<file path="config.mk">
export PLATFORM = sky130hd
export DESIGN_NAME = wlcm_lane
export DESIGN_NICKNAME = d
export VERILOG_FILES = /design/src/wlcm_pkg.sv /design/src/wlcm_lane.sv
export SDC_FILE = /design/constraint.sdc
export NUM_CORES = 2
export LEC_CHECK = 0
export ABC_CLOCK_PERIOD_IN_PS = 19190
export BUFFER_PORTS_ARGS = -buffer_cell sky130_fd_sc_hd__buf_2
export CORE_UTILIZATION = 30
export DETAILED_ROUTE_END_ITERATION = 10
export SLEW_MARGIN = 20
export SYNTH_ARGS = -nofsm -noshare
export SYNTH_HDL_FRONTEND = slang
export SYNTH_SLANG_ARGS = --single-unit
</file>
<file path="constraint.sdc">
create_clock -name clk -period 19.19 [get_ports clk]
set_input_delay 0.9595 -clock clk [delete_from_list [all_inputs] [get_ports clk]]
set_output_delay 0.9595 -clock clk [all_outputs]
set_load 0.05 [all_outputs]
</file>
<file path="src/wlcm_pkg.sv">
// Shared constants, register codes and types for the wrench limit cancel monitor.
// Used by every module under src; depends on nothing.
package wlcm_pkg;

  // Sample geometry
  localparam int SAMPLE_WIDTH = 24;
  localparam int AXES         = 3;
  localparam int IN_BITS      = 2 * AXES * SAMPLE_WIDTH;
  localparam int IN_W         = ((IN_BITS + 7) / 8) * 8;
  localparam int OUT_W        = 8;

  // Magnitude arithmetic widths; the sum of three squares still fits in SQ_W
  localparam int SQ_W     = 2 * SAMPLE_WIDTH;
  localparam int LIM_W    = 24;
  localparam int LIM_SQ_W = 2 * LIM_W;
  localparam int CMP_W    = (SQ_W > LIM_SQ_W) ? SQ_W : LIM_SQ_W;

  // Counter widths
  localparam int BURST_W = 8;
  localparam int HOLD_W  = 16;

  // Configuration port
  localparam int ADDR_W = 5;
  localparam int DATA_W = 32;
  localparam int IDX_W  = 3;

  localparam logic [IDX_W-1:0] REG_FORCE_USER    = 3'd0;
  localparam logic [IDX_W-1:0] REG_TORQUE_USER   = 3'd1;
  localparam logic [IDX_W-1:0] REG_FORCE_BIASED  = 3'd2;
  localparam logic [IDX_W-1:0] REG_TORQUE_BIASED = 3'd3;
  localparam logic [IDX_W-1:0] REG_BIAS_ACTIVE   = 3'd4;
  localparam logic [IDX_W-1:0] REG_CANCEL_BURST  = 3'd5;
  localparam logic [IDX_W-1:0] REG_HOLDOFF       = 3'd6;

  // Reset values
  localparam logic [LIM_W-1:0]   RST_FORCE_USER    = 24'd12800;
  localparam logic [LIM_W-1:0]   RST_TORQUE_USER   = 24'd1280;
  localparam logic [LIM_W-1:0]   RST_FORCE_BIASED  = 24'd2560;
  localparam logic [LIM_W-1:0]   RST_TORQUE_BIASED = 24'd205;
  localparam logic [BURST_W-1:0] RST_CANCEL_BURST  = 8'd5;
  localparam logic [HOLD_W-1:0]  RST_HOLDOFF       = 16'd100;

  // Stage advance strobes shared by both lanes
  typedef struct packed {
    logic adv1;
    logic adv2;
    logic adv3;
  } stage_en_t;

  // Squared limits and counter settings seen by the merge stage
  typedef struct packed {
    logic [LIM_SQ_W-1:0] force_user_sq;
    logic [LIM_SQ_W-1:0] torque_user_sq;
    logic [LIM_SQ_W-1:0] force_biased_sq;
    logic [LIM_SQ_W-1:0] torque_biased_sq;
    logic [BURST_W-1:0]  cancel_burst;
    logic [HOLD_W-1:0]   holdoff_length;
  } limits_t;

endpackage

</file>
<file path="src/wlcm_lane.sv">
// One magnitude lane: absolute value, squares and sum of three axes.
// Depends on wlcm_pkg; stage strobes come from the top level.
module wlcm_lane (
  input  logic                                        clk,
  input  wlcm_pkg::stage_en_t                         en,
  input  logic [wlcm_pkg::AXES*wlcm_pkg::SAMPLE_WIDTH-1:0] axes,
  output logic [wlcm_pkg::SQ_W-1:0]                   sq_sum
);

  logic [wlcm_pkg::SAMPLE_WIDTH-1:0] mag [wlcm_pkg::AXES];
  logic [wlcm_pkg::SQ_W-1:0]         sq  [wlcm_pkg::AXES];
  logic [wlcm_pkg::SQ_W+1:0]         sum_wide;

  // Take the magnitude of each axis; the most negative code maps to 2^(W-1)
  always_ff @(posedge clk) begin
    if (en.adv1) begin
      for (int i = 0; i < wlcm_pkg::AXES; i++) begin
        if (axes[i*wlcm_pkg::SAMPLE_WIDTH + wlcm_pkg::SAMPLE_WIDTH - 1]) begin
          mag[i] <= ~axes[i*wlcm_pkg::SAMPLE_WIDTH +: wlcm_pkg::SAMPLE_WIDTH]
                    + wlcm_pkg::SAMPLE_WIDTH'(1);
        end else begin
          mag[i] <= axes[i*wlcm_pkg::SAMPLE_WIDTH +: wlcm_pkg::SAMPLE_WIDTH];
        end
      end
    end
  end

  // Square each magnitude, one multiplier per axis
  always_ff @(posedge clk) begin
    if (en.adv2) begin
      for (int i = 0; i < wlcm_pkg::AXES; i++) begin
        sq[i] <= {{wlcm_pkg::SAMPLE_WIDTH{1'b0}}, mag[i]}
               * {{wlcm_pkg::SAMPLE_WIDTH{1'b0}}, mag[i]};
      end
    end
  end

  // Add the three squares; the total never exceeds SQ_W bits
  assign sum_wide = {2'b00, sq[0]} + {2'b00, sq[1]} + {2'b00, sq[2]};

  always_ff @(posedge clk) begin
    if (en.adv3) begin
      sq_sum <= sum_wide[wlcm_pkg::SQ_W-1:0];
    end
  end

endmodule

</file>
* Yosys cells after proc, flatten, opt, wreduce, memory -nomap -nowiden
Memory sizes are Yosys's and may differ from the RTL's. Cells that the tools add are included.
Cells by class: add/sub/neg operators 5, multiply operators 3, muxes and demuxes 23, bitwise logic cells 6
Operators with widths (number):
- $mul A24 B24 Y48 | 3
- $add A48 B48 Y48 | 2
- $add A24 B1 Y24 const B | 3
- $mux W24 | 3
- $not A24 Y24 | 3
- $mux W1 | 20
- $or A1 B1 Y1 | 3
Storage, ports and cells: flip-flop bits (word level) 48, bits in writable memories 216, input bits 76, memories kept 2
Memory list:
- sq | depth 3, width 48, read ports 3, clocked after Yosys merged registers in 0, wr ports 3, RTL line wlcm_lane.sv:11 | logic [wlcm_pkg::SQ_W-1:0] sq [wlcm_pkg::AXES];
- mag | depth 3, width 24, read ports 3, clocked after Yosys merged registers in 0, wr ports 3, RTL line wlcm_lane.sv:10 | logic [wlcm_pkg::SAMPLE_WIDTH-1:0] mag [wlcm_pkg::AXES];

* Depth between registers and ports, before layout
depth after elaboration 4, depth in mapped cells 28

* Worst setup path before layout
Ideal clock, no wire load.
path kind register -> register, start point memory mag[2][18] (netlist name), end point memory sq[0][143] (netlist name) (data pin), setup time 0.263 ns, data arrival time 6.835 ns, required time 18.927 ns, setup slack 12.092 ns, cell stages (with the launch flop) 27, path buffers 3, period minus slack after synthesis 7.098 ns, path through edfxtp_1 -> clkbuf_1 -> clkbuf_1 -> nand2_1 -> fa_1 -> inv_1 -> fa_1 -> fa_1 -> inv_1 -> fa_1 -> inv_1 -> fa_1 -> fa_1 -> inv_1 -> fa_1 -> inv_1 -> ha_1 -> clkbuf_1 -> nand4_1 -> a32oi_2 -> a41o_1 -> o31ai_2 -> or3_4 -> a21oi_4 -> a31oi_2 -> o41ai_2 -> xnor2_1
RTL lines (RTL line):
- from (decl) | wlcm_lane.sv:10
- to (decl) | wlcm_lane.sv:11

==> impl_metrics.toml <==
[status]
run_status = "complete, no violations"

[logic_synthesis]
yosys_register_bits = 261
synth_area_um2 = 61400
synthMostInstantiatedCell = "inv_1"
synth.yosys.warnings = 0
ys_dominant_reg_cell = "edfxtp_1"
synth_top_area_share_pct = 43.0
post_synthesis_cells = 6340
async_flop_share_pct = 0
synth-edff-count = 261
syn_area_per_cell_um2 = 9.68
synth.cells.most_frequent = "inv_1 (1,800), fa_1 (1,317), nand2_1 (578)"
synth_cell_type_count = 78
cell_types_with_the_largest_area_share_after_synthesis = "fa_1 (43%), edfxtp_1 (13%), ha_1 (12%)"
share_of_synthesized_area_occupied_by_flip_flops_and_latches_pct = 12.8
cell_type_with_the_highest_aggregate_area_in_the_netlist = "fa_1"

[global_routing]
grt_use_met1_pct = 19.5
met3_usage_pct = 1.69
met2_usage_pct = 26.0
grt.total_usage_pct = 15.0
grt_pass1_vias = 45700
grt.overflow.total = 0
grt_busiest_layer = "met2"
largest_net_degree_at_the_start_of_global_routing = 72
grt_pass1_wl_um = 245000
antenna_violations_before_repair = 4

[setup_path]
reg2regPathDepth = 24
cpMaxStageDelayCell = "edfxtp_1"
regToRegStartpoint = "mag[1][3]"
critical_path_arrival_ps = 8450
critPathMostFrequentCell = "fa_1"
timing.critical_path.to_type = "register"
cp.buffers_inverters = 5
worst_path_largest_cell_delay_ps = 1090
path_cells = "nand2_1, fa_1, inv_1, fa_1, fa_1, inv_1, fa_1, inv_1, fa_1, fa_1, inv_1, fa_1, inv_1, ha_1, a21o_1, a21o_1, a21oi_1, o21ai_0, a21oi_1, o21ai_0, a21oi_1, o21ai_0, nand4_1, o311ai_1"
reg2reg_to = "sq[0][92]"
timing.setup.critical_path_class = "register to register"
worst_setup_path_start_kind = "register"
ff2ff_setup_slack_ps = 11050
critical_path_required_ps = 19500
critical_path.top_delay_family = "adder cells"
maximum_net_fanout_on_the_critical_path = 25

[finish]
synthToLayoutAreaGrowth_pct = 7.81
drive_gt1_share_pct = 4.06
final_core_util_pct = 32.6
design.final.nets = 8322
stdcell_count = 9056
fillCellCount = 20800

[floorplan]
initial_utilization_pct = 30.3
io_pins = 124
rows = 165
core_region_area_um2 = 203000
floorplan.die.height_um = 454
fp.dieW_um = 454
fp.dieArea_um2 = 206000

[clock_tree]
buffer_count_from_post_cts_setup_fixing = 0
numClockSinks = 261
cts.htree.levels = 2
clock_tree.buffer_depth = 3
clock-root-buffer = "clkbuf_16"
cts_bufs_inserted = 35
clock_latency_reported_for_the_late_side_of_the_worst_skew_pair_ps = 610
clkSlewWorstSetupHoldPaths_ps = 60
post_cts_resize_count = 0
cts_tree = "done"
ctsHoldBuffers = 0

[sta]
finalMaxSlewViolations = 0
max_slew.worst_pin.slew_ps = 1160
final.min_clock_period_ps = 8140
slew-limit-headroom_pct = 22.9
setup_repair_after_global_routing_missed_its_margin = "no"
finalCritPeriodShare_pct = 42.4
worst_clock_skew_ps = 44.8
setup-tns-final_ps = 0
hold_viol_final = 0
achievable-frequency_mhz = 123
setup_viol = 0
final.hold.worst_slack_ps = 583

[route]
routed-via-count = 41300
drt_pass1_iterations = 5
drt_iter0_markers = 2494
finalWirelength_um = 150000
drt-wirelength-per-cell_um = 16.5
drtAntennaViolNets = 0
drt_drc_violations_left = 0
post_drt_via_cell_ratio = 4.56

[worst_hold_path]
holdCritPathClass = "input port to register"
whs_endpoint = "mag[2][0]"
min_delay_path_depth = 1
hold_start = "axes[48]"

[job]
timing.max_cap.violations = 0

[place]
detailedPlacementHpwl_um = 124000
place_inst = 8988
port_buffers = 123
gp_congestion = 0.894
placed cells by master, fill, tap and decap left out, types with 40 or more instances in the layout:
cell type	n
ha_1	573
nor2b_1	40
xor2_1	109
o21ai_0	100
fa_1	1317
xnor2_1	157
buf_4	49
a21o_1	90
nand3_1	41
nand2_1	578
inv_1	1800
and2_1	349
nor2_1	165
buf_2	121
edfxtp_1	261
a21oi_1	221
how the worst max path moves through the flow:
stage / startpoint / endpoint / slack [ps] / depth (start not counted)
final: mag[1][3] / sq[0][92] / 11050 / 24
after detailed placement: mag[1][3] / sq[0][92] / 11140 / 24
after floorplan: mag[2][18] / sq[0][143] / 12090 / 26
after global routing: mag[1][3] / sq[0][92] / 10630 / 24
after global placement: mag[2][2] / sq[0][129] / 11260 / 24
after CTS: mag[1][3] / sq[0][92] / 11100 / 24
cells by family (layout without fill, tap and decap cells):
family	after synthesis	count (layout)	synth area share, %
xor+xnor	266	266	3.80
fa+ha+maj	1890	1890	54.6
mux	6	6	0.104
buf+inv	1998	2038	12.2
flops	261	261	12.8
other cells	1	5	0.00611
compound gates	578	578	5.88
simple gates	1340	1340	10.6
state kept, by name, indices dropped and copies added, names as in the netlist:
signal,cells
sq,141
mag,72
sq_sum,48
routing by layer:
layer  part of all wire [%]  wire length, um
met4                    3.5             5260
met1                     43            64000
met5                      0                0
met3                    4.4             6580
met2                     49            73800
through the flow:
step	area [um2]	setup WS, ps
after global placement	65000	11260
after global routing	66200	10630
after detailed placement	65000	11140
after CTS	66100	11100
after floorplan	61400	12090
final	66200	11050
cell type report:
cell class	instances	area [um2]	area share (%)
repair buffers	175	1050	1.59
clock inverters	21	208	0.314
multi-input cells	4083	46000	69.6
diodes	2	5.00	0.00756
inverters	1800	6760	10.2
well taps	2672	3340	5.05
clock buffers	42	923	1.40
flip-flops and latches	261	7840	11.8
Power is left out: the tool's default activity adds up to more than one toggle a clock period on the data nets, which glitch-free logic cannot reach.
