### src/wlcm_pkg.sv
// Shared constants, register codes and types for the wrench limit cancel monitor.
// Used by every module under src; depends on nothing.
package wlcm_pkg;

  // Sample geometry
  localparam int SAMPLE_WIDTH = 24;
  localparam int AXES         = 3;
  localparam int IN_BITS      = 2 * AXES * SAMPLE_WIDTH;
  localparam int IN_W         = ((IN_BITS + 7) / 8) * 8;
  localparam int OUT_W        = 8;

  // Magnitude arithmetic widths; the sum of three squares still fits in SQ_W
  localparam int SQ_W     = 2 * SAMPLE_WIDTH;
  localparam int LIM_W    = 24;
  localparam int LIM_SQ_W = 2 * LIM_W;
  localparam int CMP_W    = (SQ_W > LIM_SQ_W) ? SQ_W : LIM_SQ_W;

  // Counter widths
  localparam int BURST_W = 8;
  localparam int HOLD_W  = 16;

  // Configuration port
  localparam int ADDR_W = 5;
  localparam int DATA_W = 32;
  localparam int IDX_W  = 3;

  localparam logic [IDX_W-1:0] REG_FORCE_USER    = 3'd0;
  localparam logic [IDX_W-1:0] REG_TORQUE_USER   = 3'd1;
  localparam logic [IDX_W-1:0] REG_FORCE_BIASED  = 3'd2;
  localparam logic [IDX_W-1:0] REG_TORQUE_BIASED = 3'd3;
  localparam logic [IDX_W-1:0] REG_BIAS_ACTIVE   = 3'd4;
  localparam logic [IDX_W-1:0] REG_CANCEL_BURST  = 3'd5;
  localparam logic [IDX_W-1:0] REG_HOLDOFF       = 3'd6;

  // Reset values
  localparam logic [LIM_W-1:0]   RST_FORCE_USER    = 24'd12800;
  localparam logic [LIM_W-1:0]   RST_TORQUE_USER   = 24'd1280;
  localparam logic [LIM_W-1:0]   RST_FORCE_BIASED  = 24'd2560;
  localparam logic [LIM_W-1:0]   RST_TORQUE_BIASED = 24'd205;
  localparam logic [BURST_W-1:0] RST_CANCEL_BURST  = 8'd5;
  localparam logic [HOLD_W-1:0]  RST_HOLDOFF       = 16'd100;

  // Stage advance strobes shared by both lanes
  typedef struct packed {
    logic adv1;
    logic adv2;
    logic adv3;
  } stage_en_t;

  // Squared limits and counter settings seen by the merge stage
  typedef struct packed {
    logic [LIM_SQ_W-1:0] force_user_sq;
    logic [LIM_SQ_W-1:0] torque_user_sq;
    logic [LIM_SQ_W-1:0] force_biased_sq;
    logic [LIM_SQ_W-1:0] torque_biased_sq;
    logic [BURST_W-1:0]  cancel_burst;
    logic [HOLD_W-1:0]   holdoff_length;
  } limits_t;

endpackage

### src/wlcm_regs.sv
// Configuration register file on the APB port, squared limits and fresh-bias flag.
// Depends on wlcm_pkg.
module wlcm_regs (
  input  logic                        clk,
  input  logic                        rst,
  input  logic                        psel,
  input  logic                        penable,
  input  logic                        pwrite,
  input  logic [wlcm_pkg::ADDR_W-1:0] paddr,
  input  logic [wlcm_pkg::DATA_W-1:0] pwdata,
  output logic [wlcm_pkg::DATA_W-1:0] prdata,
  output logic                        pready,
  input  logic                        take,
  output logic                        biased_sel,
  output wlcm_pkg::limits_t           limits
);

  logic [wlcm_pkg::LIM_W-1:0]   force_limit_user;
  logic [wlcm_pkg::LIM_W-1:0]   torque_limit_user;
  logic [wlcm_pkg::LIM_W-1:0]   force_limit_biased;
  logic [wlcm_pkg::LIM_W-1:0]   torque_limit_biased;
  logic                         bias_active;
  logic                         fresh_bias;
  logic [wlcm_pkg::BURST_W-1:0] cancel_burst;
  logic [wlcm_pkg::HOLD_W-1:0]  holdoff_length;
  logic                         wr_en;
  logic [wlcm_pkg::IDX_W-1:0]   idx;

  assign pready = 1'b1;
  assign wr_en  = psel & penable & pwrite & pready;
  assign idx    = paddr[wlcm_pkg::ADDR_W-1:2];

  // Register writes
  always_ff @(posedge clk) begin
    if (rst) begin
      force_limit_user    <= wlcm_pkg::RST_FORCE_USER;
      torque_limit_user   <= wlcm_pkg::RST_TORQUE_USER;
      force_limit_biased  <= wlcm_pkg::RST_FORCE_BIASED;
      torque_limit_biased <= wlcm_pkg::RST_TORQUE_BIASED;
      bias_active         <= 1'b0;
      cancel_burst        <= wlcm_pkg::RST_CANCEL_BURST;
      holdoff_length      <= wlcm_pkg::RST_HOLDOFF;
    end else if (wr_en) begin
      unique case (idx)
        wlcm_pkg::REG_FORCE_USER:    force_limit_user    <= pwdata[wlcm_pkg::LIM_W-1:0];
        wlcm_pkg::REG_TORQUE_USER:   torque_limit_user   <= pwdata[wlcm_pkg::LIM_W-1:0];
        wlcm_pkg::REG_FORCE_BIASED:  force_limit_biased  <= pwdata[wlcm_pkg::LIM_W-1:0];
        wlcm_pkg::REG_TORQUE_BIASED: torque_limit_biased <= pwdata[wlcm_pkg::LIM_W-1:0];
        wlcm_pkg::REG_BIAS_ACTIVE:   bias_active         <= pwdata[0];
        wlcm_pkg::REG_CANCEL_BURST:  cancel_burst        <= pwdata[wlcm_pkg::BURST_W-1:0];
        wlcm_pkg::REG_HOLDOFF:       holdoff_length      <= pwdata[wlcm_pkg::HOLD_W-1:0];
        default: ;
      endcase
    end
  end

  // Set fresh bias on a write of one; the first sample under bias clears it
  always_ff @(posedge clk) begin
    if (rst) begin
      fresh_bias <= 1'b0;
    end else if (wr_en && idx == wlcm_pkg::REG_BIAS_ACTIVE && pwdata[0]) begin
      fresh_bias <= 1'b1;
    end else if (take && bias_active) begin
      fresh_bias <= 1'b0;
    end
  end

  assign biased_sel = bias_active & ~fresh_bias;

  // Square the limits and copy the counter settings; the user must keep settings static
  // while samples are in flight, as the block does not enforce it
  always_ff @(posedge clk) begin
    limits.force_user_sq    <= {{wlcm_pkg::LIM_W{1'b0}}, force_limit_user}
                             * {{wlcm_pkg::LIM_W{1'b0}}, force_limit_user};
    limits.torque_user_sq   <= {{wlcm_pkg::LIM_W{1'b0}}, torque_limit_user}
                             * {{wlcm_pkg::LIM_W{1'b0}}, torque_limit_user};
    limits.force_biased_sq  <= {{wlcm_pkg::LIM_W{1'b0}}, force_limit_biased}
                             * {{wlcm_pkg::LIM_W{1'b0}}, force_limit_biased};
    limits.torque_biased_sq <= {{wlcm_pkg::LIM_W{1'b0}}, torque_limit_biased}
                             * {{wlcm_pkg::LIM_W{1'b0}}, torque_limit_biased};
    limits.cancel_burst     <= cancel_burst;
    limits.holdoff_length   <= holdoff_length;
  end

  // Read back
  always_comb begin
    unique case (idx)
      wlcm_pkg::REG_FORCE_USER:    prdata = wlcm_pkg::DATA_W'(force_limit_user);
      wlcm_pkg::REG_TORQUE_USER:   prdata = wlcm_pkg::DATA_W'(torque_limit_user);
      wlcm_pkg::REG_FORCE_BIASED:  prdata = wlcm_pkg::DATA_W'(force_limit_biased);
      wlcm_pkg::REG_TORQUE_BIASED: prdata = wlcm_pkg::DATA_W'(torque_limit_biased);
      wlcm_pkg::REG_BIAS_ACTIVE:   prdata = wlcm_pkg::DATA_W'(bias_active);
      wlcm_pkg::REG_CANCEL_BURST:  prdata = wlcm_pkg::DATA_W'(cancel_burst);
      wlcm_pkg::REG_HOLDOFF:       prdata = wlcm_pkg::DATA_W'(holdoff_length);
      default:                     prdata = '0;
    endcase
  end

endmodule

### config.mk
export PLATFORM = sky130hd
export DESIGN_NAME = wlcm_regs
export DESIGN_NICKNAME = d
export VERILOG_FILES = /design/src/wlcm_pkg.sv /design/src/wlcm_regs.sv
export SDC_FILE = /design/constraint.sdc
export NUM_CORES = 2
export LEC_CHECK = 0
export BUFFER_PORTS_ARGS = -buffer_cell sky130_fd_sc_hd__clkbuf_2
export CORE_ASPECT_RATIO = 0.7
export CORE_MARGIN = 2
export CORE_UTILIZATION = 30
export DETAILED_ROUTE_END_ITERATION = 12
export GPL_ROUTABILITY_DRIVEN = 0
export SLEW_MARGIN = 40
export SYNTH_ARGS = -nofsm -noshare
export SYNTH_HDL_FRONTEND = slang
export SYNTH_SLANG_ARGS = --single-unit
### constraint.sdc
create_clock -name clk -period 7.5 [get_ports clk]
set_clock_uncertainty 0.15 [all_clocks]
set_input_delay 0.375 -clock clk [delete_from_list [all_inputs] [get_ports clk]]
set_output_delay 0.375 -clock clk [all_outputs]
set_load 0.01 [all_outputs]
**After elaboration in Yosys (flattened, before gate mapping)**

Index checks and enable logic that the tools add are counted.

- $mul: 4
- Equality and inequality tests: 6
- Multiplexer cells: 3
- Bitwise logic cells: 4
- Reductions and logical operators: 12

Operators with widths:

| operator | count |
|---|---|
| $mul 24x24->48 | 4 |
| $pmux 24 s7 | 1 |
| $reduce_and 2->1 | 7 |
| $eq 3x3->1 const B | 3 |
| $eq 3x2->1 const B | 2 |
| $and 1x1->1 | 3 |
| $eq 3x1->1 const B | 1 |
| $logic_and 1x1->1 | 3 |
| $logic_not 3->1 | 1 |
| $mux 1 | 2 |
| $reduce_bool 2->1 | 1 |
| $not 1->1 | 1 |

- Register bits after elaboration: 338
- Input port bits: 43
- Output and inout bits: 250
- Logic and storage cells: 43

**Longest topological paths before layout**

- Depth in word-level cells: 5
- Gate-level depth with buffers: 29
- Mapped depth without buffers: 27

**Worst setup path before layout**

No wires, ideal clock.

- Path type: reg-to-reg
- Start: register torque_limit_biased[14] (netlist bit)
- End: register limits[70] (netlist bit)
- Library setup time: 0.072 ns
- Arrival: 6.922 ns
- Required time: 7.278 ns
- Path slack: 0.356 ns
- Stages on the path, launching flop included: 28
- Buffers on the path: 1
- Period minus slack after synthesis: 7.144 ns
- Cells stage by stage: dfxtp_1 clkbuf_1 nand2_1 fa_1 inv_1 fa_1 inv_1 fa_1 inv_1 fa_1 inv_1 fa_1 inv_1 fa_1 inv_1 fa_1 inv_1 ha_1 nand2_2 nor3_2 nor2_1 or3_4 o21ai_2 nand2_2 o31a_1 o21a_1 o31ai_2 xnor2_1

- Cells in the longest elaborated chain, start to end: 1

Ends and longest elaborated chain:

| item | RTL line | RTL |
|---|---|---|
| start, declared | wlcm_regs.sv:21 | `logic [wlcm_pkg::LIM_W-1:0] torque_limit_biased;` |
| start signal, assigned | wlcm_regs.sv:39 | `torque_limit_biased <= wlcm_pkg::RST_TORQUE_BIASED;` |
| start signal, assigned | wlcm_regs.sv:48 | `wlcm_pkg::REG_TORQUE_BIASED: torque_limit_biased <= pwdata[wlcm_pkg::LIM_W-1:0];` |
| $mul 24x24->48 | wlcm_regs.sv:80 | `* {{wlcm_pkg::LIM_W{1'b0}}, torque_limit_biased};` |
| end, declared | wlcm_regs.sv:15 | `output wlcm_pkg::limits_t limits` |

Every way passes these cells.
A chain may end at the register's enable or synchronous reset.

**Final worst setup path**

- Start: register force_limit_biased[15] (netlist bit)
- End: register limits[116] (netlist bit)

- Cells in the longest elaborated chain, start to end: 1

Ends and longest elaborated chain:

| item | RTL line | RTL |
|---|---|---|
| start, declared | wlcm_regs.sv:20 | `logic [wlcm_pkg::LIM_W-1:0] force_limit_biased;` |
| start signal, assigned | wlcm_regs.sv:38 | `force_limit_biased <= wlcm_pkg::RST_FORCE_BIASED;` |
| start signal, assigned | wlcm_regs.sv:47 | `wlcm_pkg::REG_FORCE_BIASED: force_limit_biased <= pwdata[wlcm_pkg::LIM_W-1:0];` |
| $mul 24x24->48 | wlcm_regs.sv:78 | `* {{wlcm_pkg::LIM_W{1'b0}}, force_limit_biased};` |

Every way passes these cells.

==> impl_results.md <==
* Worst-path clk slew at approximately 0.07 ns
* H-Tree Depth at 2
* DR pass1 iterations at 6
* Per-cell routed wire length at 17.7 um
* Sequential Power Share at about a third
* CTS tree: yes
* Crit path arrival time at 7.77 ns
* Antenna-violating nets left at 0
* R2R cell count at 26
* Switching Share at 32.1%
* Req. time, crit path at 7.95 ns
* Cell-internal power at approximately 3600 uW
* Crit path max fanout at 10
* Synthesis Warnings at 0
* Worst Hold End: limits[14]$_DFF_P_
* Maximum number of pins on one net before global-route repair at just over 80
* Syn Area/Cell at 9.15 um2
* CP startpoint kind: register
* Slew margin rel. at between 30% and 40%
* Leak at between 0.04 and 0.05 uW
* Core area at approximately 0.25 mm2
* Pre-CTS setup slack at -0.0928 ns
* Layout cells sized above 1 at 13.3%
* Total gr overflow at 0
* Initial antenna violation count at 22
* Number of I/O pins at just under 300
* Chip Height at 422 um
* Final Slew Violations at 0
* Most common flop cell mapped by yosys: dfxtp_1
* Vias in the first global route at about 60,000
* Cell Pwr Density at 61.4 mW/mm2
* Vias per std cell at between 4 and 5
* Critical setup path kind: reg -> reg
* Vias at 55,200
* CTS Buffer Depth at 3
* Post-synth EDFFs at 0
* Final Critical Period at 7.32 ns
* NumNets Final at 11,300
* Reg area at 0.00682 mm2
* R2r endpoint: limits[116]$_DFF_P_
* Fin Setup TNS at 0 ns
* Clk_lat worst skew at 0.71 ns
* Fillers at 25,200
* Routed WL at roughly 220,000 um
* R2R setup slack at 0.18 ns
* CTS Buf Count at 48
* Hold path depth at 0
* Setup Viol. Count Final at 0
* Initial Util at 30.2%
* Die area at 0.254 mm2
* P_sw at 1720 uW
* HP Class: reg -> reg
* DP Area at roughly 0.085 mm2
* Synth Instances at ~8,200
* Period utilisation layout at 97.7%
* Async SR Flop Fraction at 0%
* Final instance area at 0.0872 mm2
* Clock power frac at roughly 48%
* DPL Wire Length at 185,000 um
* Die Width at 601 um
* Worst Min Path Start: holdoff_length[14]$_SDFFE_PP0P_
* Synthesized flop and latch total at 334
* Tot Pwr at 5350 uW
* Worst slew pin tran at 0.923 ns
* Final hold vios at 0
* Status: finished, final reports clean
* Sequential area share after synthesis at 8.93%
* Part of the power in combinational logic at 17.6%
* Hold Slack at 0.222 ns
* Global-route wire length before repair at 346,000 um
* I/O Buffers at 269
* Post-route DRC at 0
* Initial DRC count at 3,383
* MaxCap Viol Count at 0
* Post-Syn Area at ~0.075 mm2
* GRT Overall Usage at between 15 and 20%
* CP Launch Point: force_limit_biased[15]$_SDFFE_PP0P_
* Area Growth Syn to Fin at 16.4%
* Origin of the critical flop-to-flop path: force_limit_biased[15]$_SDFFE_PP0P_
* Crit. End Element: register
* VDD IR-drop max at 0.173 mV
* CTS root buffer: clkbuf_16
* Synth unique cells at 84
* Num rows at 153
* Fmax at approximately 140 MHz
* Setup WS post-layout at 0.176 ns
* CTS sink cnt at roughly 330
* Area occupied by multi-input gates at approximately 0.058 mm2
-- state kept, by name, indices dropped and copies added (netlist names) --
name and flops:
limits 212, force_limit_biased 24, force_limit_user 24, torque_limit_biased 24, torque_limit_user 24, holdoff_length 16, cancel_burst 8, bias_active 1
fresh_bias 1
-- worst max-delay path, stage by stage (launching register included) --
cell and delay, ns:
dfxtp_4 0.38, buf_4 0.18, buf_4 0.16, buf_4 0.18
inv_1 0.19, nor2_1 0.15, fa_1 0.55, inv_1 0.05
fa_1 0.54, inv_1 0.05, fa_1 0.48, inv_1 0.07
fa_1 0.47, fa_1 0.50, inv_1 0.05, fa_1 0.44
ha_1 0.30, ha_1 0.37, a21o_1 0.19, a21o_1 0.22
or4_4 0.50, a31oi_2 0.19, nor2_1 0.07, buf_4 0.15
a21o_1 0.19, buf_4 0.15, a311o_1 0.29
-- metal layers --
metal  wire (um)  up-vias  GRT usage, %
met5          19        -             0
li1            -    25300             -
met2       95800     1708          27.1
met4       10900        4          7.37
met1       95500    27900          23.8
met3       14800      340          3.18
-- cells by family (layout without fill, tap and decap cells) --
kind of cell	Yosys count	after routing	synth area share, %
other	2	22	0.0100
muxes	37	37	0.836
and+or+nand+nor	1794	1794	11.3
AOI/OAI and AO/OA	682	682	5.75
DFF	334	334	8.93
buffers and inverters	2728	3453	13.7
xor gates and xnor gates	214	214	2.50
adders and majority gates	2391	2391	56.9
-- power groups by stage --
| stage | sequential, uW | combinational [uW] | clock [uW] |
|---|---|---|---|
| CTS | 1870 | 942 | 2700 |
| global placement | 1910 | 911 | 0 |
| floorplan | 1920 | 495 | 0 |
| finish | 1860 | 943 | 2550 |
| global route | 1870 | 1050 | 2730 |
| detailed placement | 1910 | 913 | 0 |
-- layout by cell type (no fill, tap or decap), drive strengths merged, types with 21 or more instances in the layout --
cell,netlist,routed
buf,25,653
fa,1689,1689
o21bai,22,22
nor3,26,26
xnor2,136,136
nand3,47,47
a21o,110,110
dlygate4sd3,0,26
clkbuf,287,327
o21ai,99,99
dfxtp,334,334
ha,702,702
nand4,34,34
a31oi,21,21
inv,2415,2422
nor2,140,140
xor2,78,78
and2,473,473
nand2,940,940
a21oi,288,288
and3,23,23
nor2b,59,59
-- synth_stat cells (20+ instances only) --
cell type | count | area [um2]
dfxtp_1 | 334 | 6690
a21o_1 | 110 | 826
and2_1 | 472 | 2950
nor3_1 | 25 | 125
o21ai_1 | 22 | 110
nor2b_1 | 59 | 369
xor2_1 | 78 | 683
fa_1 | 1689 | 33800
a21oi_1 | 286 | 1430
nand3_1 | 47 | 235
xnor2_1 | 136 | 1190
mux4_2 | 20 | 450
ha_1 | 702 | 8780
nand2_1 | 938 | 3520
o21ai_0 | 76 | 380
inv_1 | 2415 | 9060
nand4_1 | 34 | 213
o21bai_1 | 22 | 165
clkbuf_1 | 287 | 1080
nor2_1 | 140 | 526
and3_1 | 23 | 144
-- timing repair --
item	in CTS	in global routing
setup buffers	0	7
hold endpoints to repair	121	0
endpoints found under the setup margin	19	53
resized for setup	14	146
gates cloned	0	3
hold buffers	26	0
pin swaps	0	20
-- metrics by stage --
step           std cells  utilization (%)
6_report           12300             35.1
5_1_grt            12300             35.1
4_1_cts            12200             34.9
3_5_place_dp       12100             34.1
3_3_place_gp       12100             34.1
2_1_floorplan       8193                -
-- cell type report --
type	count	share of cell area (%)
Timing Repair Buffer	949	8.24
Antenna cell	9	0.0258
Inverter	2416	10.4
Sequential cell	334	7.82
Clock inverter	31	0.465
Multi-Input combinational cell	5131	66.8
Clock buffer	57	1.45
Tap cell	3332	4.78
-- worst max path at each step --
stage,end,slack (ns)
floorplan,limits[70]$_DFF_P_,0.36
global placement,limits[167]$_DFF_P_,-0.17
detailed placement,limits[167]$_DFF_P_,-0.09
CTS,limits[71]$_DFF_P_,0.0005
global route,limits[212]$_DFF_P_,-0.03
finish,limits[116]$_DFF_P_,0.18
Note: power is estimated with default switching activity, not from simulation.
