File: src/wlcm_pkg.sv
// Shared constants, register codes and types for the wrench limit cancel monitor.
// Used by every module under src; depends on nothing.
package wlcm_pkg;

  // Sample geometry
  localparam int SAMPLE_WIDTH = 24;
  localparam int AXES         = 3;
  localparam int IN_BITS      = 2 * AXES * SAMPLE_WIDTH;
  localparam int IN_W         = ((IN_BITS + 7) / 8) * 8;
  localparam int OUT_W        = 8;

  // Magnitude arithmetic widths; the sum of three squares still fits in SQ_W
  localparam int SQ_W     = 2 * SAMPLE_WIDTH;
  localparam int LIM_W    = 24;
  localparam int LIM_SQ_W = 2 * LIM_W;
  localparam int CMP_W    = (SQ_W > LIM_SQ_W) ? SQ_W : LIM_SQ_W;

  // Counter widths
  localparam int BURST_W = 8;
  localparam int HOLD_W  = 16;

  // Configuration port
  localparam int ADDR_W = 5;
  localparam int DATA_W = 32;
  localparam int IDX_W  = 3;

  localparam logic [IDX_W-1:0] REG_FORCE_USER    = 3'd0;
  localparam logic [IDX_W-1:0] REG_TORQUE_USER   = 3'd1;
  localparam logic [IDX_W-1:0] REG_FORCE_BIASED  = 3'd2;
  localparam logic [IDX_W-1:0] REG_TORQUE_BIASED = 3'd3;
  localparam logic [IDX_W-1:0] REG_BIAS_ACTIVE   = 3'd4;
  localparam logic [IDX_W-1:0] REG_CANCEL_BURST  = 3'd5;
  localparam logic [IDX_W-1:0] REG_HOLDOFF       = 3'd6;

  // Reset values
  localparam logic [LIM_W-1:0]   RST_FORCE_USER    = 24'd12800;
  localparam logic [LIM_W-1:0]   RST_TORQUE_USER   = 24'd1280;
  localparam logic [LIM_W-1:0]   RST_FORCE_BIASED  = 24'd2560;
  localparam logic [LIM_W-1:0]   RST_TORQUE_BIASED = 24'd205;
  localparam logic [BURST_W-1:0] RST_CANCEL_BURST  = 8'd5;
  localparam logic [HOLD_W-1:0]  RST_HOLDOFF       = 16'd100;

  // Stage advance strobes shared by both lanes
  typedef struct packed {
    logic adv1;
    logic adv2;
    logic adv3;
  } stage_en_t;

  // Squared limits and counter settings seen by the merge stage
  typedef struct packed {
    logic [LIM_SQ_W-1:0] force_user_sq;
    logic [LIM_SQ_W-1:0] torque_user_sq;
    logic [LIM_SQ_W-1:0] force_biased_sq;
    logic [LIM_SQ_W-1:0] torque_biased_sq;
    logic [BURST_W-1:0]  cancel_burst;
    logic [HOLD_W-1:0]   holdoff_length;
  } limits_t;

endpackage

File: src/wlcm_merge.sv
// Merge stage: compares both lane sums with the selected limits and runs the
// cancel burst / hold-off counters. Depends on wlcm_pkg.
module wlcm_merge (
  input  logic                      clk,
  input  logic                      rst,
  input  logic                      adv,
  input  logic [wlcm_pkg::SQ_W-1:0] force_sq,
  input  logic [wlcm_pkg::SQ_W-1:0] torque_sq,
  input  logic                      biased,
  input  wlcm_pkg::limits_t         limits,
  output logic                      cancel,
  output logic                      limit_exceeded,
  output logic                      biased_limits_used
);

  logic [wlcm_pkg::BURST_W-1:0] cancels_left, cancels_left_next;
  logic [wlcm_pkg::HOLD_W-1:0]  holdoff_left, holdoff_left_next;
  logic                         cancel_flag, cancel_flag_next;
  logic [wlcm_pkg::LIM_SQ_W-1:0] f_lim, t_lim;
  logic                         over;

  // Pick the limits and compare
  assign f_lim = biased ? limits.force_biased_sq  : limits.force_user_sq;
  assign t_lim = biased ? limits.torque_biased_sq : limits.torque_user_sq;
  assign over  = (wlcm_pkg::CMP_W'(force_sq)  > wlcm_pkg::CMP_W'(f_lim))
               | (wlcm_pkg::CMP_W'(torque_sq) > wlcm_pkg::CMP_W'(t_lim));

  // Burst, hold-off and re-arm decision
  always_comb begin
    cancels_left_next = cancels_left;
    holdoff_left_next = holdoff_left;
    cancel_flag_next  = cancel_flag;
    if (over && cancels_left != '0) begin
      cancel_flag_next  = 1'b1;
      cancels_left_next = cancels_left - wlcm_pkg::BURST_W'(1);
    end else if (cancels_left == '0 && holdoff_left != '0 &&
                 holdoff_left <= limits.holdoff_length) begin
      cancel_flag_next  = 1'b0;
      holdoff_left_next = holdoff_left - wlcm_pkg::HOLD_W'(1);
    end else if (holdoff_left == '0 || !over) begin
      cancel_flag_next  = 1'b0;
      cancels_left_next = limits.cancel_burst;
      holdoff_left_next = limits.holdoff_length;
    end
  end

  // Advance the counters once per sample
  always_ff @(posedge clk) begin
    if (rst) begin
      cancels_left <= wlcm_pkg::RST_CANCEL_BURST;
      holdoff_left <= wlcm_pkg::RST_HOLDOFF;
      cancel_flag  <= 1'b0;
    end else if (adv) begin
      cancels_left <= cancels_left_next;
      holdoff_left <= holdoff_left_next;
      cancel_flag  <= cancel_flag_next;
    end
  end

  // Result register
  always_ff @(posedge clk) begin
    if (adv) begin
      cancel             <= cancel_flag_next;
      limit_exceeded     <= over;
      biased_limits_used <= biased;
    end
  end

endmodule

File: config.mk
export PLATFORM = sky130hd
export DESIGN_NAME = wlcm_merge
export DESIGN_NICKNAME = d
export VERILOG_FILES = /design/src/wlcm_pkg.sv /design/src/wlcm_merge.sv
export SDC_FILE = /design/constraint.sdc
export NUM_CORES = 1
export LEC_CHECK = 0
export BUFFER_PORTS_ARGS = -buffer_cell sky130_fd_sc_hd__buf_2
export CORE_AREA = 2 2 124 126
export CTS_BUF_LIST = sky130_fd_sc_hd__clkbuf_16
export DETAILED_ROUTE_END_ITERATION = 8
export DIE_AREA = 0 0 126 128
export PLACE_DENSITY = 0.7
export SLEW_MARGIN = 20
export SYNTH_ARGS = -nofsm -noshare
export SYNTH_HDL_FRONTEND = slang
export SYNTH_SLANG_ARGS = --single-unit
File: constraint.sdc
create_clock -name clk -period 5.3 [get_ports clk]
set_input_delay 0.53 -clock clk [delete_from_list [all_inputs] [get_ports clk]]
set_output_delay 0.53 -clock clk [all_outputs]
set_load 0.02 [all_outputs]
Word level (Yosys, flattened, before mapping)
Index checks and enable logic that the tools add are counted.

Bits in registers: 28. Input bits: 316. Output and inout bits: 3.

Add/sub/neg operators: 2. Magnitude comparators: 3. Equal/unequal tests: 1. Multiplexer cells: 10. Bitwise gates (word level): 2. Reduce and logical (&&, ||, !) cells: 13.

Operators with widths (count): $gt 48x48->1 (2); $mux 48 (2); $mux 16 (2); $mux 8 (3); $le 16x16->1 (1); $logic_not 16->1 (1); $reduce_bool 16->1 (1); $sub 16x1->16 const B (1); $logic_not 8->1 (1); $reduce_bool 8->1 (1); $sub 8x1->8 const B (1); $reduce_and 3->1 (2); $reduce_bool 2->1 (2); $logic_and 1x1->1 (3); $mux 1 (3); $ne 2x2->1 const B (1); $logic_not 1->1 (1); $logic_or 1x1->1 (1); $not 1->1 (1); $or 1x1->1 (1).

Longest topological paths before layout
Gate-level depths: netlist (run 1).

Depth in word-level cells: 8. Gate-level depth with buffers: 16. Depth with buffers taken out: 11.

Worst setup path after synthesis (run 1)
OpenSTA, ideal clock, no wires.

Kind: input -> register. Start point: input port biased. End point: register holdoff_left[10] in the netlist's numbering. Data arrival time: 3.988 ns. Path slack: 1.176 ns. Cell stages on the path: 16. Buffers on the path: 5. Cells stage by stage: clkbuf_1 -> buf_1 -> buf_1 -> mux2i_1 -> ha_1 -> a21oi_1 -> o21ai_0 -> a221o_1 -> o311ai_2 -> and2_4 -> and3_4 -> buf_12 -> inv_6 -> buf_8 -> a221oi_1 -> o32ai_1.

Cells in the longest elaborated chain, start to end: 7. Elaborated cells on any way between the ends: 11. Classes of those cells: 2 x order compare; 2 x mux; 2 x bitwise; 5 x reduce/logical.

Ends and longest elaborated chain: from (decl) (RTL line wlcm_merge.sv:9) `input logic biased,`; $mux 48, on equally long branches (RTL line wlcm_merge.sv:23, wlcm_merge.sv:24); $gt 48x48->1, on equally long branches (RTL line wlcm_merge.sv:25, wlcm_merge.sv:26); $or 1x1->1 * (RTL line wlcm_merge.sv:26) `| (wlcm_pkg::CMP_W'(torque_sq) > wlcm_pkg::CMP_W'(t_lim));`; $logic_not 1->1 (RTL line wlcm_merge.sv:40) `end else if (holdoff_left == '0 || !over) begin`; $logic_or 1x1->1 (RTL line wlcm_merge.sv:40); $reduce_bool 2->1 (no source line); $reduce_and 3->1 (no source line) *; to (signal assigned) (RTL line wlcm_merge.sv:51) `holdoff_left <= wlcm_pkg::RST_HOLDOFF;`; to (signal assigned) (RTL line wlcm_merge.sv:55) `holdoff_left <= holdoff_left_next;`; to (decl) (RTL line wlcm_merge.sv:17) `logic [wlcm_pkg::HOLD_W-1:0] holdoff_left, holdoff_left_next;`.

Mark *: on every way between the ends. The rest lies on a longest branch, timed or not. A chain may end at the register's enable or synchronous reset.

Final worst setup path (run 1)
Same ends and word-level chain as after synthesis.

==> results.md, run 1 <==
- status: complete, no violations
- worst skew pair latency: 0.27 ns
- CTS tree: done
- nets: 1,413
- accumulated negative setup slack: 0 ns
- core region area: 14,900 um2
- H-tree depth reported by CTS: 1
- DRT antenna net count: 0
- critical path peak fanout: 21
- total die area: 16,100 um2
- VDD IR max: 0.000120 V
- highest clock frequency the design can meet: 259 MHz
- clk sinks: 28
- leakage power total: 0.00381 uW
- Unique masters post-synth: 66
- clk root buf: clkbuf_16
- routed vias: 6,524
- Top FF cell, synth: dfxtp_1
- synthesized area divided by synthesized cell count: 8.15 um2
- total of flip-flops plus latches after synthesis: 28
- final critical-path required period: 3.87 ns
- overall track demand over capacity in global routing: 25.7%
- Pwr Density: 144 nW/um2
- fraction of the cycle the final worst path needs: 73.0%
- placed cells: 1,164
- hold crit path type: reg -> reg
- area of the mapped netlist: 5570 um2
- Max-Cap Viols: 0
- number of search-and-repair iterations in the first detailed-routing pass: 5
- maximum buffer depth of the clock tree: 2
- number of cells in the finished layout apart from fillers: 1,178
- initial antenna violation count: 12
- leftover overflow at the end of global routing: 0
- required time reported for the critical path endpoint: 5.43 ns
- Num CTS Buffers: 3
- overall power: 1070 uW
- Placer Congestion: 1.03
- Routed wire per std cell: 18.6 um
- Total Routed Length: 21,900 um
- pins over their slew limit: 0
- global-route wire length before repair: 32,500 um
- Buffers on Ports: 318
- worst hold slack across all endpoints: 0.491 ns
- CP Class: in -> reg
- floorplan die width: 126 um
- Synth area leaders: ha_1, mux2i_1, dfxtp_1
- routed via count divided by cell count: 5.54
- quantity of gates resized following cts: 0
- slew at the pin closest to its max-slew limit: 0.998 ns
- unrepaired setup endpoints after global routing: no
- number of hold buffers added after CTS: 0
- most frequent cells in the layout: buf_2, ha_1, mux2i_1
- Core Rows: 45
- number of buffers inserted by post-CTS setup repair: 0
- DRC violation count after routing: 0
- Crit path arrival time: 4.00 ns
- Relative slew margins: 33.2%
- starting density of the core: 37.4%
- Finish-stage setup viols: 0
- area grow syn2layout: 32.8%
- detailed placer's ending HPWL: 19,100 um
- Syn Nets: 1,115
- vias in the first global route: 6,090
- Chip Height: 128 um
- 1st-iter DRT viols: 451
- startpoint types: input port
- top cell type by total area after synthesis: ha_1
- I/O pin total: 319
- maximum number of pins on one net before global-route repair: 34
- fillcell total: 1,530
- Post-synth ARST share: 0%
- count of yosys warnings during synthesis: 0
- clk slew on worst S/H paths: 0.07 ns
- fraction of final layout cells sized beyond drive strength 1: 35.2%
- Clock Skews: 0.00493 ns
- share of the synthesized area in the top cell type: 26.1%
- type of destination of the critical path: flip-flop
- post-synthesis cell count: 683
- share of synthesized area occupied by flip-flops and latches: 10.6%
- Post-synth EDFFs: 3
- most common library cell in the layout ignoring fill and taps: buf_2
- Hold Violations, Final: 0
[metal layers]
metal  GRT usage [%]  vias up  part of all wire [%]
met3            6.72       28                    11
met4            2.65       10                  0.75
met2            41.8      272                    43
li1                -     3281                     -
met1            35.4     2933                    45
met5               0        -                  0.27
[cell families (layout without fill, tap and decap cells)]
logic type	after synthesis	after routing	synth area share (%)
simple gates	185	185	16.5
mux	96	96	17.3
buf+inv	61	358	4.92
other cells	0	10	0
fa+ha+maj	116	116	26.1
compound gates	197	197	24.5
flops	28	28	10.6
[final timing paths]
check                                     start          endpoint  depth (start not counted)  slack (ns)
worst min-delay path            holdoff_left[8]   holdoff_left[8]                          2        0.49
worst max-delay path                     biased  holdoff_left[10]                         12        1.43
worst max register to register  cancels_left[2]   holdoff_left[5]                          8        2.06
worst min register to register  holdoff_left[8]   holdoff_left[8]                          2        0.49
[critical path: stages]
cell and delay [ns]:
buf_4 0.30, buf_4 0.36, mux2i_1 0.13, ha_1 0.30, nand4_1 0.16, nor4_1 0.50
a21boi_2 0.29, o311ai_2 0.21, and2_4 0.25, and3_4 0.23, o21ai_4 0.52, o32ai_1 0.17
[where the power goes]
part / internal [uW] / switching [uW] / total (uW)
sequential: 240 / 26.5 / 267
clock: 101 / 78.1 / 180
combinational: 288 / 333 / 621
[flip-flops by register name (all words and copies together) (netlist names)]
name                cells
holdoff_left           16
cancels_left            8
biased_limits_used      1
cancel                  1
cancel_flag             1
limit_exceeded          1
[area by class of cell]
| class | instances | area, um2 | share of cell area [%] |
|---|---|---|---|
| multi-input combinational | 594 | 4700 | 63.6 |
| timing repair buffer | 322 | 1640 | 22.1 |
| sequential | 28 | 591 | 7.99 |
| tap | 188 | 235 | 3.18 |
| inverter | 32 | 125 | 1.69 |
| clock buffer | 3 | 75.1 | 1.02 |
| antenna | 10 | 25.0 | 0.339 |
| clock inverter | 1 | 3.75 | 0.0508 |
[through the flow]
stage	worst slack [ns]	util, %	instance area, um2
3_5_place_dp	1.12	49.0	7290
3_3_place_gp	1.18	49.0	7290
4_1_cts	1.39	49.6	7370
6_report	1.43	49.7	7390
2_1_floorplan	1.18	-	5570
5_1_grt	1.09	49.6	7370
[cells in the mapped netlist, drive strengths merged (16+ instances only)]
library cell and count:
nand4 25, dfxtp 25, a21oi 70, clkbuf 16, ha 116, o21ai 37
nand3 21, nor3 18, nand2 53, nor2 31, mux2i 94, inv 32
(Power assumes the default switching activity.)
==> inputs of run 2 (changes only) <==
ABC_AREA = 1   (was not set)
CORE_AREA = 2 2 123 125   (was 2 2 124 126)
DIE_AREA = 0 0 125 127   (was 0 0 126 128)
PLACE_DENSITY = 0.75   (was 0.7)
clock period = 3.2 ns   (was 5.3 ns; I/O delays follow)
==> run 2 against run 1 <==
  * Wire length fell by 9.8%
  * Hold slack worse by 0.25 ns
  * Via count down 0.67%
  * Critical endpoint is now cancels_left[3]
  * Largest cell class unchanged
  * Highest routed layer unchanged
==> results.md, run 2 <==
- hold crit path type: in -> reg, was reg -> reg
- Buffers on Ports: 318, unchanged
- accumulated negative setup slack: 0 ns, unchanged
- share of synthesized area occupied by flip-flops and latches: 10.5%, was 10.6%
- final critical-path required period: 2.79 ns
- Chip Height: 127 um, was 128 um
- required time reported for the critical path endpoint: 3.40 ns, was 5.43 ns
- Slowest-stage cell, CP: mux2i_1, was o21ai_4
- share of the synthesized area in the top cell type: 25.7%, was 26.1%
- 1st-iter DRT viols: 243, was 451
- overall power: 1810 uW, was 1070 uW
- Relative slew margins: 46.5%, was 33.2%
- post-synthesis cell count: 807, was 683
- floorplan die width: 125 um, was 126 um
- vias in the first global route: 6,383, was 6,090
- total of flip-flops plus latches after synthesis: 28, unchanged
- Switch Pwr: 703 uW, was 437 uW
- Max stage delay on crit path: 0.32 ns, was 0.52 ns
- number of cells traversed by the worst register-to-register path: 12, was 8
- most frequent cells in the layout: buf_2, nand2_1, ha_1, was buf_2, ha_1, mux2i_1
- maximum buffer depth of the clock tree: 2, unchanged
- Num CTS Buffers: 3, unchanged
- Finish-stage setup viols: 0, unchanged
- Setup Slack @ Placement: 0.104 ns, was 1.12 ns
- Core Rows: 44, was 45
- flip-flop and latch area: 591 um2, unchanged
- routed via count divided by cell count: 4.92, was 5.54
- cell with the most instances after synthesis: nand2_1, was ha_1
- top cell type by total area after synthesis: ha_1, unchanged
- Max-Cap Viols: 0, unchanged
- CTS tree: done, unchanged
- highest clock frequency the design can meet: 358 MHz
- register containing the most flip-flops in the final layout: holdoff_left, unchanged
- number of hold buffers added after CTS: 0, unchanged
- Post-synth ARST share: 0%, unchanged
- Synth area leaders: ha_1, mux2i_1, nand2_1, was ha_1, mux2i_1, dfxtp_1
- crit-path most repeated cell: nand2_1, was buf_4
- crit-path cells: buf_4, buf_4, mux2i_1, buf_4, ha_1, a21o_1, nor2_1, nand2_1, nand2_1, nand2_1, nand2_1, nand3_1, nand2_1, nand2_4, nand3_1, nand3_2, nand2_1, nand2_1, nor2_1, was buf_4, buf_4, mux2i_1, ha_1, nand4_1, nor4_1, a21boi_2, o311ai_2, and2_4, and3_4, o21ai_4, o32ai_1
- number of buffers inserted by post-CTS setup repair: 0, unchanged
- Crit path arrival time: 2.99 ns, was 4.00 ns
- area occupied by multi-input gates: 4650 um2, was 4700 um2
- nets: 1,555, was 1,413
- Worst path top cell family by delay: simple AND/OR/NAND/NOR gates, was compound AO/OA/AOI/OAI gates
- initial antenna violation count: 12, unchanged
- Pwr Density: 237 nW/um2, was 144 nW/um2
- I/O pin total: 319, unchanged
- startpoint types: input port, unchanged
- Placer Congestion: 0.980, was 1.03
- CP Class: in -> reg, unchanged
- Routed wire per std cell: 15.0 um, was 18.6 um
- area grow syn2layout: 34.8%, was 32.8%
- depth of the worst hold-timing path: 2, unchanged
- type of destination of the critical path: flip-flop, unchanged
- most common library cell in the layout ignoring fill and taps: buf_2, unchanged
- Clock Skews: 0.00982 ns, was 0.00493 ns
- total die area: 15,900 um2, was 16,100 um2
- worst skew pair latency: 0.27 ns, about the same
- H-tree depth reported by CTS: 1, unchanged
- fraction of final layout cells sized beyond drive strength 1: 32.9%, was 35.2%
- global-route wire length before repair: 30,500 um, was 32,500 um
- clk root buf: clkbuf_16, unchanged
- starting density of the core: 39.1%, was 37.4%
- quantity of gates resized following cts: 0, unchanged
- maximum number of pins on one net before global-route repair: 27, was 34
- post-layout instance area: 7610 um2, was 7390 um2
- Top FF cell, synth: dfxtp_1, unchanged
- Int Pwr: 1100 uW, was 630 uW
- Syn Nets: 1,239, was 1,115
- routed vias: 6,480, was 6,524
- Sw Share: 38.9%, was 41.0%
- critical path peak fanout: 14, was 21
- part of the total power dissipated in the clock network: 21.4%, was 16.8%
- total placed instance area: 7480 um2, was 7290 um2
- DRT antenna net count: 0, unchanged
- leakage power total: 0.00449 uW, was 0.00381 uW
- clk slew on worst S/H paths: 0.08 ns, was 0.07 ns
- total stage count of the critical path: 19, was 12
- area of the mapped netlist: 5650 um2, was 5570 um2
- pins over their slew limit: 0, unchanged
- number of buffer and inverter instances along the worst setup path: 3, was 2
- clk sinks: 28, unchanged
- commonest cells in the synthesized netlist: nand2_1, ha_1, mux2i_1, was ha_1, mux2i_1, a21oi_1
- synthesized area divided by synthesized cell count: 7.00 um2, was 8.15 um2
- Unique masters post-synth: 41, was 66
- DRC violation count after routing: 0, unchanged
- Final Worst Setup Slack: 0.410 ns, was 1.43 ns
- fraction of power consumed by combinational cells: 55.3%, was 58.2%
- Post-synth EDFFs: 3, unchanged
- power share of the sequential group: 23.4%, was 25.0%
- number of search-and-repair iterations in the first detailed-routing pass: 4, was 5
- Hold Violations, Final: 0, unchanged
- Total Routed Length: 19,700 um, was 21,900 um
- overall track demand over capacity in global routing: 23.8%, was 25.7%
- number of flip-flops under the largest register name: 16, unchanged
- fraction of the cycle the final worst path needs: 87.2%
- status: complete, no violations, unchanged
- fillcell total: 1,451, was 1,530
- biggest registers after layout: holdoff_left x16, cancels_left x8, unchanged
- core region area: 14,400 um2, was 14,900 um2
- VDD IR max: 0.000244 V, was 0.000120 V
- unrepaired setup endpoints after global routing: no, unchanged
- slew at the pin closest to its max-slew limit: 0.802 ns, was 0.998 ns
- detailed placer's ending HPWL: 17,600 um, was 19,100 um
- leftover overflow at the end of global routing: 0, unchanged
- count of yosys warnings during synthesis: 0, unchanged
[run 2: kinds of logic after synthesis]
family,count (synthesis),share of synthesized area (%)
buffers and inverters,97,7.23
DFF,28,10.5
adders and majority gates,116,25.7
muxes,96,17.1
AOI/OAI and AO/OA,90,8.58
and+or+nand+nor,364,28.5
xor gates and xnor gates,16,2.48
[run 2: path summary, 6_finish.rpt]
kind | start | endpoint | slack, ns
setup / recovery | biased | cancels_left[3] | 0.41
hold / removal | rst | cancel_flag | 0.24
setup reg to reg | holdoff_left[15] | holdoff_left[3] | 0.84
hold reg to reg | cancel_flag | cancel_flag | 0.47
[run 2: power by group through the flow]
stage / Combinational, uW / Clock [uW] / Sequential, uW
floorplan: 627 / 0 / 427
global placement: 973 / 0 / 429
detailed placement: 995 / 0 / 430
CTS: 1000 / 386 / 422
global route: 1150 / 396 / 427
finish: 998 / 386 / 422
[run 2: area by class of cell]
class / count / share of cell area [%]
well taps: 184 / 3.03
inverters: 76 / 3.75
clock inverters: 1 / 0.395
clock buffers: 3 / 0.987
diodes: 10 / 0.329
multi-input cells: 682 / 61.1
repair buffers: 332 / 22.7
flip-flops and latches: 28 / 7.76
[run 2: per-stage QoR]
step	hold slack [ns]	cells	util, %
final	0.244	1316	52.7
after global routing	0.248	1315	52.7
after CTS	0.243	1306	52.6
after detailed placement	0.459	1302	51.8
after global placement	0.452	1302	51.8
after floorplan	0.389	807	-
[run 2: layer usage]
layer	up-vias	part of all wire, %	track usage (%)
met3	40	7.0	5.49
met1	2817	38	25.2
met5	-	0.066	0
met2	247	50	43.9
li1	3374	-	-
met4	2	4.3	12.8
[run 2: worst reg2reg max path, cell delays in order, from the launching register on]
cell	delay, ns
dfxtp_1	0.34
ha_1	0.30
nand2_1	0.05
inv_1	0.06
nand3_1	0.12
nor3_2	0.21
nand4_1	0.13
nand2_1	0.15
nand2_4	0.20
nand3_4	0.17
nand3_4	0.25
nor2_1	0.22
nor2_2	0.05
